### src/design/qpgc_pkg.sv
// ----------------------------------------------------------------------------
// qpgc_pkg: shared types and constants for the quad pixel glyph classifier
// Beat payload structs, glyph codes and the widths used by the lanes.
// ----------------------------------------------------------------------------
package qpgc_pkg;

   localparam int unsigned COLOR_W   = 8;
   localparam int unsigned SQ_W      = 2 * COLOR_W;        // squared difference
   localparam int unsigned WEIGHT_W  = 10;                 // 512+m and 767-m
   localparam int unsigned PROD_W    = WEIGHT_W + SQ_W;    // weighted square
   localparam int unsigned DIST_W    = PROD_W + 2;         // three-term sum
   localparam int unsigned LANE_DEPTH = 4;                 // lane pipeline stages
   localparam int unsigned PIPE_DEPTH = LANE_DEPTH + 1;    // plus merge stage

   localparam logic [COLOR_W-1:0] THRESHOLD_RESET = 8'd10;

   // glyph codes
   localparam logic [3:0] GLYPH_SPACE      = 4'd0;
   localparam logic [3:0] GLYPH_UPPER      = 4'd1;
   localparam logic [3:0] GLYPH_LOWER      = 4'd2;
   localparam logic [3:0] GLYPH_LEFT       = 4'd3;
   localparam logic [3:0] GLYPH_RIGHT      = 4'd4;
   localparam logic [3:0] GLYPH_Q_UL_LL_LR = 4'd5;
   localparam logic [3:0] GLYPH_Q_UL_UR_LR = 4'd6;
   localparam logic [3:0] GLYPH_Q_UR_LL_LR = 4'd7;
   localparam logic [3:0] GLYPH_Q_UL_UR_LL = 4'd8;
   localparam logic [3:0] GLYPH_DIAG_UL_LR = 4'd9;
   localparam logic [3:0] GLYPH_DIAG_UR_LL = 4'd10;

   typedef enum logic [1:0] {
      PIX_A = 2'd0,
      PIX_B = 2'd1,
      PIX_C = 2'd2,
      PIX_D = 2'd3
   } pix_sel_type;

   typedef struct packed {
      logic [COLOR_W-1:0] red;
      logic [COLOR_W-1:0] green;
      logic [COLOR_W-1:0] blue;
   } pixel_type;

   typedef struct packed {
      logic [7:0] a_red;
      logic [7:0] a_green;
      logic [7:0] a_blue;
      logic [7:0] b_red;
      logic [7:0] b_green;
      logic [7:0] b_blue;
      logic [7:0] c_red;
      logic [7:0] c_green;
      logic [7:0] c_blue;
      logic [7:0] d_red;
      logic [7:0] d_green;
      logic [7:0] d_blue;
   } req_type;

   typedef struct packed {
      logic [3:0] glyph;
      logic       unmatched;
      logic [7:0] fore_red;
      logic [7:0] fore_green;
      logic [7:0] fore_blue;
      logic [7:0] back_red;
      logic [7:0] back_green;
      logic [7:0] back_blue;
   } rsp_type;

   // same-color flags of the six pixel pairs
   typedef struct packed {
      logic ab;
      logic cd;
      logic ac;
      logic bd;
      logic ad;
      logic bc;
   } pair_match_type;

endpackage

### src/design/qpgc_merge.sv
// ----------------------------------------------------------------------------
// qpgc_merge: glyph priority tree and color pick
// Combines the six pair flags into a glyph and registers the result beat.
// ----------------------------------------------------------------------------
module qpgc_merge
   import qpgc_pkg::*;
(
   input  logic           clock,
   input  pair_match_type match,
   input  req_type        pix,
   output rsp_type        rsp
);

   logic [3:0]  glyph;
   logic        unmatched;
   pix_sel_type fore_sel, back_sel;
   pixel_type   fore_px, back_px;
   rsp_type     rsp_ff, rsp_in;

   function automatic pixel_type pick(input req_type p, input pix_sel_type sel);
      pixel_type r;
      case (sel)
         PIX_A:   r = '{red: p.a_red, green: p.a_green, blue: p.a_blue};
         PIX_B:   r = '{red: p.b_red, green: p.b_green, blue: p.b_blue};
         PIX_C:   r = '{red: p.c_red, green: p.c_green, blue: p.c_blue};
         PIX_D:   r = '{red: p.d_red, green: p.d_green, blue: p.d_blue};
         default: r = '{red: p.a_red, green: p.a_green, blue: p.a_blue};
      endcase
      return r;
   endfunction

   // priority tree
   always_comb begin
      glyph     = GLYPH_SPACE;
      unmatched = 1'b0;
      fore_sel  = PIX_A;
      back_sel  = PIX_A;
      if ((match.ab && match.cd && match.ac) || (match.ad && match.bc) ||
          (match.ac && match.bd) || (match.ab && match.cd) ||
          (match.bc && match.cd && match.ac) || (match.ab && match.bc && match.cd)) begin
         glyph = GLYPH_SPACE;
      end else if (match.ab && !match.cd) begin
         glyph = GLYPH_UPPER; back_sel = PIX_C; fore_sel = PIX_A;
      end else if (match.cd && !match.ab && !match.ac && !match.bd) begin
         glyph = GLYPH_LOWER; back_sel = PIX_A; fore_sel = PIX_C;
      end else if (match.ac && !match.bd && !match.ab && !match.cd) begin
         glyph = GLYPH_LEFT; back_sel = PIX_B; fore_sel = PIX_C;
      end else if (match.bd && !match.ac && !match.ab && !match.cd) begin
         glyph = GLYPH_RIGHT; back_sel = PIX_A; fore_sel = PIX_B;
      end else if (match.ac && match.cd && !match.ab && !match.bc) begin
         glyph = GLYPH_Q_UL_LL_LR; back_sel = PIX_B; fore_sel = PIX_C;
      end else if (match.ab && match.bd && !match.ac && !match.cd) begin
         glyph = GLYPH_Q_UL_UR_LR; back_sel = PIX_C; fore_sel = PIX_D;
      end else if (match.cd && match.bd && !match.ac && !match.ab) begin
         glyph = GLYPH_Q_UR_LL_LR; back_sel = PIX_A; fore_sel = PIX_C;
      end else if (match.ab && match.ac && !match.bd && !match.cd) begin
         glyph = GLYPH_Q_UL_UR_LL; back_sel = PIX_D; fore_sel = PIX_C;
      end else if (match.ad && !match.ab && !match.bd && !match.bc) begin
         glyph = GLYPH_DIAG_UL_LR; back_sel = PIX_B; fore_sel = PIX_A;
      end else if (match.bc && !match.ab && !match.cd && !match.ac) begin
         glyph = GLYPH_DIAG_UR_LL; back_sel = PIX_A; fore_sel = PIX_C;
      end else begin
         unmatched = 1'b1;
      end
   end

   // color pick and result beat
   always_comb begin
      fore_px           = pick(pix, fore_sel);
      back_px           = pick(pix, back_sel);
      rsp_in.glyph      = glyph;
      rsp_in.unmatched  = unmatched;
      rsp_in.fore_red   = fore_px.red;
      rsp_in.fore_green = fore_px.green;
      rsp_in.fore_blue  = fore_px.blue;
      rsp_in.back_red   = back_px.red;
      rsp_in.back_green = back_px.green;
      rsp_in.back_blue  = back_px.blue;
   end

   always_ff @(posedge clock) begin
      rsp_ff <= rsp_in;
   end

   assign rsp = rsp_ff;

endmodule

### config.mk
export PLATFORM = sky130hd
export DESIGN_NAME = qpgc_merge
export DESIGN_NICKNAME = d
export VERILOG_FILES = /design/src/design/qpgc_pkg.sv /design/src/design/qpgc_merge.sv
export SDC_FILE = /design/constraint.sdc
export NUM_CORES = 1
export LEC_CHECK = 0
export BUFFER_PORTS_ARGS = -buffer_cell sky130_fd_sc_hd__buf_2
export CAP_MARGIN = 20
export CORE_MARGIN = 2
export CORE_UTILIZATION = 46
export DETAILED_ROUTE_END_ITERATION = 8
export GPL_ROUTABILITY_DRIVEN = 0
export PLACE_DENSITY = 0.95
export SYNTH_ARGS = -nofsm -noshare
export SYNTH_HDL_FRONTEND = slang
export SYNTH_SLANG_ARGS = --single-unit
### constraint.sdc
create_clock -name clock -period 3.35 [get_ports clock]
set_input_delay 0.1675 -clock clock [delete_from_list [all_inputs] [get_ports clock]]
set_output_delay 0.1675 -clock clock [all_outputs]
set_load 0.005 [all_outputs]
==> impl_results.md <==
* Outcome: completed
* Worst-path maximum fanout at 25
* Post-route ant nets at 0
* Vias in the first global route at roughly 2600
* Leak at 1.61 nW
* Sw frac at approximately 27%
* Die Wd at between 70 and 80 um
* Die Height at approximately 78 um
* CTS HTree Levels at 2
* Flip-flop count of the largest register after layout at 53
* WHS Path Cells at 3
* # fillers at 471
* Synth warn at 0
* TNS Setup at 0 ns
* MaxCap Viol Count at 0
* Io pins at approximately 160
* Top post-synthesis cells by area: dfxtp_1, o211ai_1, mux2i_1
* Post-Syn Area at 0.00255 mm^2
* Cts repair resizes at 0
* Rel. slew slack at between 20 and 30%
* Vias at roughly 2600
* Clock transition at path regs at approximately 0.1 ns
* Cell internal pwr at 0.00105 W
* Placed instance area at 0.00320 mm^2
* Max Freq at around 590 MHz
* Final HPWL DP at 4980 um
* Post-synth cell types at 34
* Hold buffers post-CTS at 0
* Core Util, Final at about three fifths
* Row count at 27
* Fin. Hold Viols at 0
* CTS buffer count at 5
* Combinational share of power at between 20% and 30%
* Max Slew Vio Count at 0
* CTS sink cnt at 53
* Post-Syn Instances at 289
* Final setup vio count at 0
* DR iter-0 viols at approximately 110
* Max Buffers Root-to-Sink at 2
* Critical Path Sink Type: register
* Post-Place Cells at about 470
* Worst slew pin tran at ~1.0 ns
* Yosys reg bits at 53
* I/O Buffers at roughly 130
* Post-CTS Setup Repair Bufs at 0
* Via density at between 5 and 6
* Area Overhead vs Synth at 29.7%
* Final Net Count at 510
* CTS tree: done
* Clk pwr share at 29.6%
* Gr usage total at 23.0%
* Largest net degree at the start of global routing at 26
* P per Cell Area at approximately 430 mW/mm^2
* Final cycle utilization of the critical path at about half
* Register area share after synthesis at approximately two fifths
* Reg power frac at approximately half
* DRC at 0
* Critical Path AT at 1.88 ns
* Startpoint Class: input port
* Antenna fix cells at 0
* Worst EP required at around 3.5 ns
* Drt total wl at between 7000 and 8000 um
* Root Buffer: clkbuf_8
* Post-layout min period at roughly 1.7 ns
* Global-route wire length before repair at about 11000 um
* Initial antenna violation count at 0
* RSZ-0062 raised after global routing: false
* Dominant cell type by area after synthesis: dfxtp_1
* Post-synth top area share at between 40% and 50%
* Critical path class: in -> reg
* Gr ovfl total at 0
* Design Area, Final at about 0.0033 mm^2
* Pre-antenna DRT Iters at 5
* Syn nets at about 400
* Sw power at just under 0.0004 W
* DR WL/cell at ~15 um
* Share of layout cells above drive strength 1 at between 40 and 50%
* VDD IR max at around 0.00019 V
* Die area at just over 0.006 mm^2
* Finished Layout Cells at about 480
* Core Area at approximately 0.0054 mm^2
* Avg Inst Size Synth at slightly below 9 um^2
* Starting Density at between 40% and 50%
* HP Class: in -> reg
cell families (layout without fill, tap and decap cells):
kind of cell           after synthesis  count (layout)  synth area share [%]
AND/OR/NAND/NOR                     98              98                  16.6
AO/OA/AOI/OAI                       85              85                  26.0
flip-flops                          53              53                  41.6
buffers and inverters               28             146                  6.04
multiplexers                        24              24                  9.42
XOR/XNOR                             1               1                 0.344
cell usage in the layout (no fill, tap or decap), types with 2 or more instances in the layout:
| master | Yosys | routed |
|---|---|---|
| nor2_2 | 1 | 2 |
| dfxtp_1 | 53 | 53 |
| o21ai_0 | 2 | 2 |
| mux2i_1 | 24 | 24 |
| a21oi_1 | 11 | 10 |
| buf_2 | 9 | 131 |
| nor2_1 | 32 | 31 |
| buf_4 | 0 | 5 |
| clkbuf_8 | 0 | 5 |
| nand2b_1 | 3 | 3 |
| and2_1 | 2 | 2 |
| a21oi_2 | 17 | 18 |
| nand2_1 | 49 | 49 |
| inv_1 | 3 | 3 |
| o211ai_1 | 47 | 47 |
| nand3_1 | 2 | 2 |
stage by stage:
step	power [W]	worst slack, ns	hold slack, ns
after floorplan	0.000881	1.86	0.294
after global placement	0.00101	1.36	0.395
after CTS	0.00144	1.63	0.0805
final	0.00143	1.65	0.0893
after detailed placement	0.00102	1.31	0.404
after global routing	0.00150	1.55	0.0927
synth_stat cells, drive strengths merged:
| library cell | number |
|---|---|
| nor4 | 1 |
| o311a | 1 |
| dfxtp | 53 |
| nand2 | 49 |
| nor2 | 33 |
| o311ai | 1 |
| o21a | 1 |
| a21oi | 28 |
| clkbuf | 11 |
| inv | 3 |
| or4b | 1 |
| and3 | 1 |
| mux2i | 24 |
| nor4b | 1 |
| o2bb2a | 1 |
| nand2b | 3 |
| a2111oi | 2 |
| nand3 | 3 |
| buf | 14 |
| or3b | 1 |
| nor3 | 2 |
| o21ai | 2 |
| a21o | 1 |
| xnor2 | 1 |
| o211ai | 47 |
| nor2b | 1 |
| a2bb2oi | 1 |
| and2 | 2 |
layout make-up:
class | count | area [um^2] | share of cell area [%]
inverters | 3 | 11.3 | 0.341
flip-flops and latches | 53 | 1060 | 32.1
clock buffers | 5 | 68.8 | 2.08
repair buffers | 136 | 693 | 21.0
well taps | 72 | 90.1 | 2.72
multi-input cells | 208 | 1350 | 40.7
clock inverters | 2 | 35.0 | 1.06
per-layer routing:
| metal | up-vias | share of wire [%] | GRT usage (%) |
|---|---|---|---|
| met4 | 0 | 1.3 | 7.89 |
| li1 | 1262 | - | - |
| met2 | 126 | 50 | 42.7 |
| met3 | 8 | 6.2 | 4.25 |
| met1 | 1246 | 42 | 26.2 |
| met5 | - | 0 | 0 |
power by group through the flow:
stage	combinational (W)	clock, W	sequential, W
after floorplan	0.000149	0	0.000732
after global placement	0.000293	0	0.000721
after detailed placement	0.000302	0	0.000722
after CTS	0.000303	0.000433	0.000707
after global routing	0.000334	0.000451	0.000712
final	0.000302	0.000425	0.000708
worst max-delay path, stage by stage:
cell     delay, ns
buf_2         0.19
a21oi_1       0.24
nand3_2       0.70
mux2i_1       0.47
a21oi_2       0.09
path summary, 6_finish.rpt:
path,slack (ns),to,from
worst max-delay path,1.65,rsp[46]$_DFF_P_,match[4]
worst min-delay path,0.09,rsp[10]$_DFF_P_,pix[34]
No activity file was read; power rests on OpenSTA's default activity.
