`config.mk`:
```
export PLATFORM = sky130hd
export DESIGN_NAME = qpgc_lane
export DESIGN_NICKNAME = d
export VERILOG_FILES = /design/src/design/qpgc_pkg.sv /design/src/design/qpgc_lane.sv
export SDC_FILE = /design/constraint.sdc
export NUM_CORES = 1
export LEC_CHECK = 0
export ABC_CLOCK_PERIOD_IN_PS = 6300
export BUFFER_PORTS_ARGS = -buffer_cell sky130_fd_sc_hd__buf_4
export CAP_MARGIN = 40
export CORE_AREA = 2 2 197 199
export CTS_CLUSTER_DIAMETER = 100
export DETAILED_ROUTE_END_ITERATION = 8
export DIE_AREA = 0 0 199 201
export HOLD_SLACK_MARGIN = 0.06
export PLACE_DENSITY = 0.77
export SLEW_MARGIN = 20
export SYNTH_ARGS = -nofsm -noshare
export SYNTH_HDL_FRONTEND = slang
export SYNTH_SLANG_ARGS = --single-unit
```
`constraint.sdc`:
```
create_clock -name clock -period 6.3 [get_ports clock]
set_clock_uncertainty 0.05 [all_clocks]
set_input_delay 0.315 -clock clock [delete_from_list [all_inputs] [get_ports clock]]
set_output_delay 0.315 -clock clock [all_outputs]
set_load 0.05 [all_outputs]
```
`src/design/qpgc_pkg.sv`:
```
// ----------------------------------------------------------------------------
// qpgc_pkg: shared types and constants for the quad pixel glyph classifier
// Beat payload structs, glyph codes and the widths used by the lanes.
// ----------------------------------------------------------------------------
package qpgc_pkg;

   localparam int unsigned COLOR_W   = 8;
   localparam int unsigned SQ_W      = 2 * COLOR_W;        // squared difference
   localparam int unsigned WEIGHT_W  = 10;                 // 512+m and 767-m
   localparam int unsigned PROD_W    = WEIGHT_W + SQ_W;    // weighted square
   localparam int unsigned DIST_W    = PROD_W + 2;         // three-term sum
   localparam int unsigned LANE_DEPTH = 4;                 // lane pipeline stages
   localparam int unsigned PIPE_DEPTH = LANE_DEPTH + 1;    // plus merge stage

   localparam logic [COLOR_W-1:0] THRESHOLD_RESET = 8'd10;

   // glyph codes
   localparam logic [3:0] GLYPH_SPACE      = 4'd0;
   localparam logic [3:0] GLYPH_UPPER      = 4'd1;
   localparam logic [3:0] GLYPH_LOWER      = 4'd2;
   localparam logic [3:0] GLYPH_LEFT       = 4'd3;
   localparam logic [3:0] GLYPH_RIGHT      = 4'd4;
   localparam logic [3:0] GLYPH_Q_UL_LL_LR = 4'd5;
   localparam logic [3:0] GLYPH_Q_UL_UR_LR = 4'd6;
   localparam logic [3:0] GLYPH_Q_UR_LL_LR = 4'd7;
   localparam logic [3:0] GLYPH_Q_UL_UR_LL = 4'd8;
   localparam logic [3:0] GLYPH_DIAG_UL_LR = 4'd9;
   localparam logic [3:0] GLYPH_DIAG_UR_LL = 4'd10;

   typedef enum logic [1:0] {
      PIX_A = 2'd0,
      PIX_B = 2'd1,
      PIX_C = 2'd2,
      PIX_D = 2'd3
   } pix_sel_type;

   typedef struct packed {
      logic [COLOR_W-1:0] red;
      logic [COLOR_W-1:0] green;
      logic [COLOR_W-1:0] blue;
   } pixel_type;

   typedef struct packed {
      logic [7:0] a_red;
      logic [7:0] a_green;
      logic [7:0] a_blue;
      logic [7:0] b_red;
      logic [7:0] b_green;
      logic [7:0] b_blue;
      logic [7:0] c_red;
      logic [7:0] c_green;
      logic [7:0] c_blue;
      logic [7:0] d_red;
      logic [7:0] d_green;
      logic [7:0] d_blue;
   } req_type;

   typedef struct packed {
      logic [3:0] glyph;
      logic       unmatched;
      logic [7:0] fore_red;
      logic [7:0] fore_green;
      logic [7:0] fore_blue;
      logic [7:0] back_red;
      logic [7:0] back_green;
      logic [7:0] back_blue;
   } rsp_type;

   // same-color flags of the six pixel pairs
   typedef struct packed {
      logic ab;
      logic cd;
      logic ac;
      logic bd;
      logic ad;
      logic bc;
   } pair_match_type;

endpackage

```
`src/design/qpgc_lane.sv`:
```
// ----------------------------------------------------------------------------
// qpgc_lane: redmean same-color compare of one pixel pair
// Four-stage pipeline: differences, squares, weighted products, sum+compare.
// ----------------------------------------------------------------------------
module qpgc_lane
   import qpgc_pkg::*;
(
   input  logic              clock,
   input  pixel_type         pix_p,
   input  pixel_type         pix_q,
   input  logic [SQ_W-1:0]   thr_sq,
   output logic              same
);

   logic [COLOR_W-1:0]  dr_ff, dg_ff, db_ff;
   logic [COLOR_W-1:0]  dr_in, dg_in, db_in;
   logic [WEIGHT_W-1:0] wr1_ff, wb1_ff, wr1_in, wb1_in;
   logic [COLOR_W:0]    sum_r;
   logic [COLOR_W-1:0]  mean_r;
   logic [SQ_W-1:0]     sqr_ff, sqg_ff, sqb_ff;
   logic [WEIGHT_W-1:0] wr2_ff, wb2_ff;
   logic [PROD_W-1:0]   pr_ff, pg_ff, pb_ff;
   logic [DIST_W-1:0]   dist_sum;
   logic [DIST_W-1:0]   limit;
   logic                same_ff;

   // stage 1: absolute differences and red mean weights
   always_comb begin
      dr_in  = (pix_p.red   > pix_q.red)   ? pix_p.red   - pix_q.red
                                           : pix_q.red   - pix_p.red;
      dg_in  = (pix_p.green > pix_q.green) ? pix_p.green - pix_q.green
                                           : pix_q.green - pix_p.green;
      db_in  = (pix_p.blue  > pix_q.blue)  ? pix_p.blue  - pix_q.blue
                                           : pix_q.blue  - pix_p.blue;
      sum_r  = {1'b0, pix_p.red} + {1'b0, pix_q.red};
      mean_r = sum_r[COLOR_W:1];
      wr1_in = 10'd512 + {2'b00, mean_r};
      wb1_in = 10'd767 - {2'b00, mean_r};
   end

   always_ff @(posedge clock) begin
      dr_ff  <= dr_in;
      dg_ff  <= dg_in;
      db_ff  <= db_in;
      wr1_ff <= wr1_in;
      wb1_ff <= wb1_in;
   end

   // stage 2: squares
   always_ff @(posedge clock) begin
      sqr_ff <= dr_ff * dr_ff;
      sqg_ff <= dg_ff * dg_ff;
      sqb_ff <= db_ff * db_ff;
      wr2_ff <= wr1_ff;
      wb2_ff <= wb1_ff;
   end

   // stage 3: weighted terms, green weight is a plain shift
   always_ff @(posedge clock) begin
      pr_ff <= wr2_ff * sqr_ff;
      pg_ff <= {sqg_ff, 10'b0};
      pb_ff <= wb2_ff * sqb_ff;
   end

   // stage 4: sum and compare against 256*t*t
   always_comb begin
      dist_sum = {2'b00, pr_ff} + {2'b00, pg_ff} + {2'b00, pb_ff};
      limit    = {4'b0000, thr_sq, 8'b0};
   end

   always_ff @(posedge clock) begin
      same_ff <= (dist_sum < limit);
   end

   assign same = same_ff;

endmodule

```
==> impl_summary.txt <==
----------------------------------------------------
[Run status]
  Result of the run ... finished clean

[STA]
  Unrepaired setup endpoints after global routing ... no
  Final worst-path cycle share ... 0.9313
  Setup total negative slack ... 0 ps
  Highest clock rate ... 170.4 MHz
  Count of endpoints failing hold in the final timing report ... 0
  Total count of max-transition violations in the final report ... 0
  Pin slew with the least headroom to its limit ... between 500 and 600 ps
  Minimum clock period after layout ... between 5000 and 6000 ps
  Final WS setup ... between 400 and 500 ps
  Count of final setup violators ... 0
  Slew Limit Headroom ... 0.6118

[Clock tree]
  CTS buffer count ... 17
  CTS tree ... built
  Clk sink count ... around 170
  Root buffer cell ... clkbuf_16
  Clock tree buffer depth ... 2
  Clock latency at the later pin of the worst-skew pair ... 450 ps
  Setup repair bufs after CTS ... 0
  H-Tree Depth ... 4
  Clock transition at the register clock pins on the worst setup and hold paths after CTS ... 60 ps

[Route]
  Initial DRT Pass Iterations ... 6
  First-iteration detailed-routing DRC count ... 673
  Count of nets left with antenna violations after detail routing ... 0
  Aggregate routed wire length ... slightly above 40 mm
  Routed WL per cell ... 14.66 um
  Vias per cell ... a little over 5
  DRC violation count after routing ... 0
  Total via count after detailed routing ... 14614

[Setup path]
  Kind of capture point of the worst setup path ... register
  Largest fanout of any net on the critical path ... 15
  Reg-to-Reg Start ... wb2_ff[4]
  Critical register-to-register path endpoint ... pb_ff[24]
  Slowest CP cell ... dfxtp_1
  Most numerous cell on the critical path ... fa_1
  Category of the critical setup timing path ... reg -> reg
  Reg2Reg Setup Slack ... 430 ps
  Buf+Inv Stages, Crit Path ... 3
  Startpoint kind of the worst setup timing path ... register
  Required arrival time at the worst endpoint ... approximately 6600 ps
  Cell class contributing the biggest share of worst-path delay ... adder cells
  Crit path cell chain ... nand2_1 > fa_1 > fa_1 > inv_1 > fa_1 > fa_1 > inv_1 > fa_1 > inv_1 > ha_1 > nand3_1 > a21boi_0 > nor2_1 > o21ai_0 > a41oi_1 > a21boi_0 > a211oi_1 > a21oi_1 > xor2_1
  Arrival time at the worst endpoint ... a little over 6000 ps
  Crit-path max cell delay ... approximately 670 ps
  Cell depth of the worst setup path ... 19
  Count of cells along the worst register-to-register path ... 19

[Floorplanning]
  Area of the core ... around 0.038 sq mm
  Height of the die ... approximately 200 um
  Die area ... 0.04000 sq mm
  Initial Utilization ... 0.5420
  Row count ... about 70
  Number of I/O pins ... 66
  Horiz. Die Dim ... approximately 200 um

[GRT]
  Met2 routing resource usage after global routing ... 0.3979
  Antenna violations before repair ... 1
  Met1 layer usage reported by global route ... 0.2820
  GR met3 Demand/Resource ... 0.02839
  Global Route Usage Sum ... 0.2259
  Pin count of the biggest net entering global routing ... 17
  Number of global-route vias before repair ... 15915
  Wire length of the first global-routing pass ... around 73 mm
  Peak-usage layer in the global routing report ... met2
  Total overflow reported by the global router ... 0

[Worst hold path]
  Sink of the worst hold path ... dg_ff[0]
  Class of the most critical hold timing path ... in -> reg
  Cell count of the worst hold path ... 3
  Launch point of the worst hold path ... pix_q[8]

[Placement]
  Buffers added on ports ... 65
  Final HPWL from detailed placement ... 34.68 mm
  Worst setup slack after placement ... between 400 and 500 ps
  Placer Congestion ... just under 0.9
  Number of placed cells counting well taps ... roughly 2800

[Synth]
  Gate count after technology mapping ... between 2000 and 2500
  Syn avg cell area ... 9.362 sq um
  Main synth FF type ... dfxtp_1
  Mapped Area ... between 0.02 and 0.025 sq mm
  Share of flip-flops with an asynchronous set or reset ... 0
  Yosys warning total ... 0
  Number of synthesized register bits ... 169
  EDFF count, synth ... 0
  Distinct cell type count of the synthesized netlist ... 60
  Part of the Yosys area used for sequential elements ... 0.1638

[Finish]
  Area used by sequential logic in the layout ... between 0.003 and 0.004 sq mm
  Fraction of layout cells with a size suffix above 1 ... 0.05713
  Number of diodes ... 0
  Final non-filler cell total ... 2811
  Total area of multi-input combinational cells ... 0.01555 sq mm
  Final #Nets ... 2956
  FILL cells ... ~3200
  Area growth from synthesis to final layout ... 8.227%

[Job]
  Maximum Capacitance Violations ... 0

----------------------------------------------------
## routing by layer
metal  wire, um  vias up  share of wire
met5          0        -              0
met4       1313        0          0.032
met3       1391       80          0.034
met2      20820      289           0.51
met1      17690     7158           0.43
li1           -     7087              -
## cell type report
class | instances | area share
clock inverters | 12 | 0.005206
flip-flops and latches | 169 | 0.1514
multi-input cells | 1582 | 0.6958
inverters | 433 | 0.07272
well taps | 518 | 0.02900
clock buffers | 20 | 0.01998
repair buffers | 77 | 0.02586
## flip-flops by register name (all words and copies together) (netlist names)
name	cells
pb_ff	26
pr_ff	26
pg_ff	15
sqb_ff	15
sqg_ff	15
sqr_ff	15
db_ff	8
dg_ff	8
dr_ff	8
wb1_ff	8
wb2_ff	8
wr1_ff	8
wr2_ff	8
same	1
## metrics by stage
stage	hold WS, ps	instance area (sq um)	utilization
after global routing	132.8	22350	0.5866
after detailed placement	262.1	21790	0.5717
after CTS	111.3	22350	0.5865
after floorplan	259.6	20700	-
final	133.4	22350	0.5866
after global placement	262.2	21790	0.5717
## worst max path at each step
stage,from,to
after detailed placement,wb2_ff[5],pb_ff[24]
after floorplan,wr2_ff[1],pr_ff[24]
after CTS,wb2_ff[5],pb_ff[24]
after global routing,wb2_ff[4],pb_ff[24]
final,wb2_ff[4],pb_ff[24]
after global placement,wb2_ff[1],pb_ff[24]
## cell usage after synthesis (15+ instances only)
library cell	n	area, sq um
clkbuf_1	33	123.9
xnor2_1	98	858.3
nor2b_1	32	200.2
fa_1	282	5645
xor2_1	32	280.3
a21oi_1	79	395.4
nor2_1	81	304.0
o21bai_1	21	157.7
nor3_1	19	95.09
inv_1	433	1625
nand3_1	15	75.07
o21ai_0	46	230.2
nand2_1	192	720.7
a21o_1	32	240.2
dfxtp_1	169	3383
ha_1	329	4116
and2_1	158	988.5
o21a_1	17	127.6
## timing repair
action,in CTS,in global routing
hold endpoints to repair,0,0
gates resized for setup,0,1
setup endpoints to repair,0,1
hold buffers,0,0
## cell usage in the layout, fill, tap and decap left out, drive strengths merged, types with 20 or more instances in the layout
master / instances
o21bai: 21
nor2: 81
clkbuf: 20
nand2: 193
nor2b: 32
a21oi: 79
o21ai: 46
inv: 437
and2: 160
ha: 329
fa: 282
a21o: 32
xor2: 32
xnor2: 98
buf: 77
dfxtp: 169
## tightest hold or removal path, stage by stage
cell and delay, ps:
buf_4 80, ha_1 140, inv_1 40
## cell families after synthesis
logic type,after synthesis,share of synthesized area
AOI/OAI and AO/OA,267,0.08542
xor gates and xnor gates,130,0.05513
adders and majority gates,611,0.4727
buffers and inverters,468,0.08548
DFF,169,0.1638
muxes,10,0.005210
other,2,0.0003636
and+or+nand+nor,549,0.1319
Power is not shown: default switching activity piles up to over one toggle a cycle in this logic, so the estimate is an artifact.
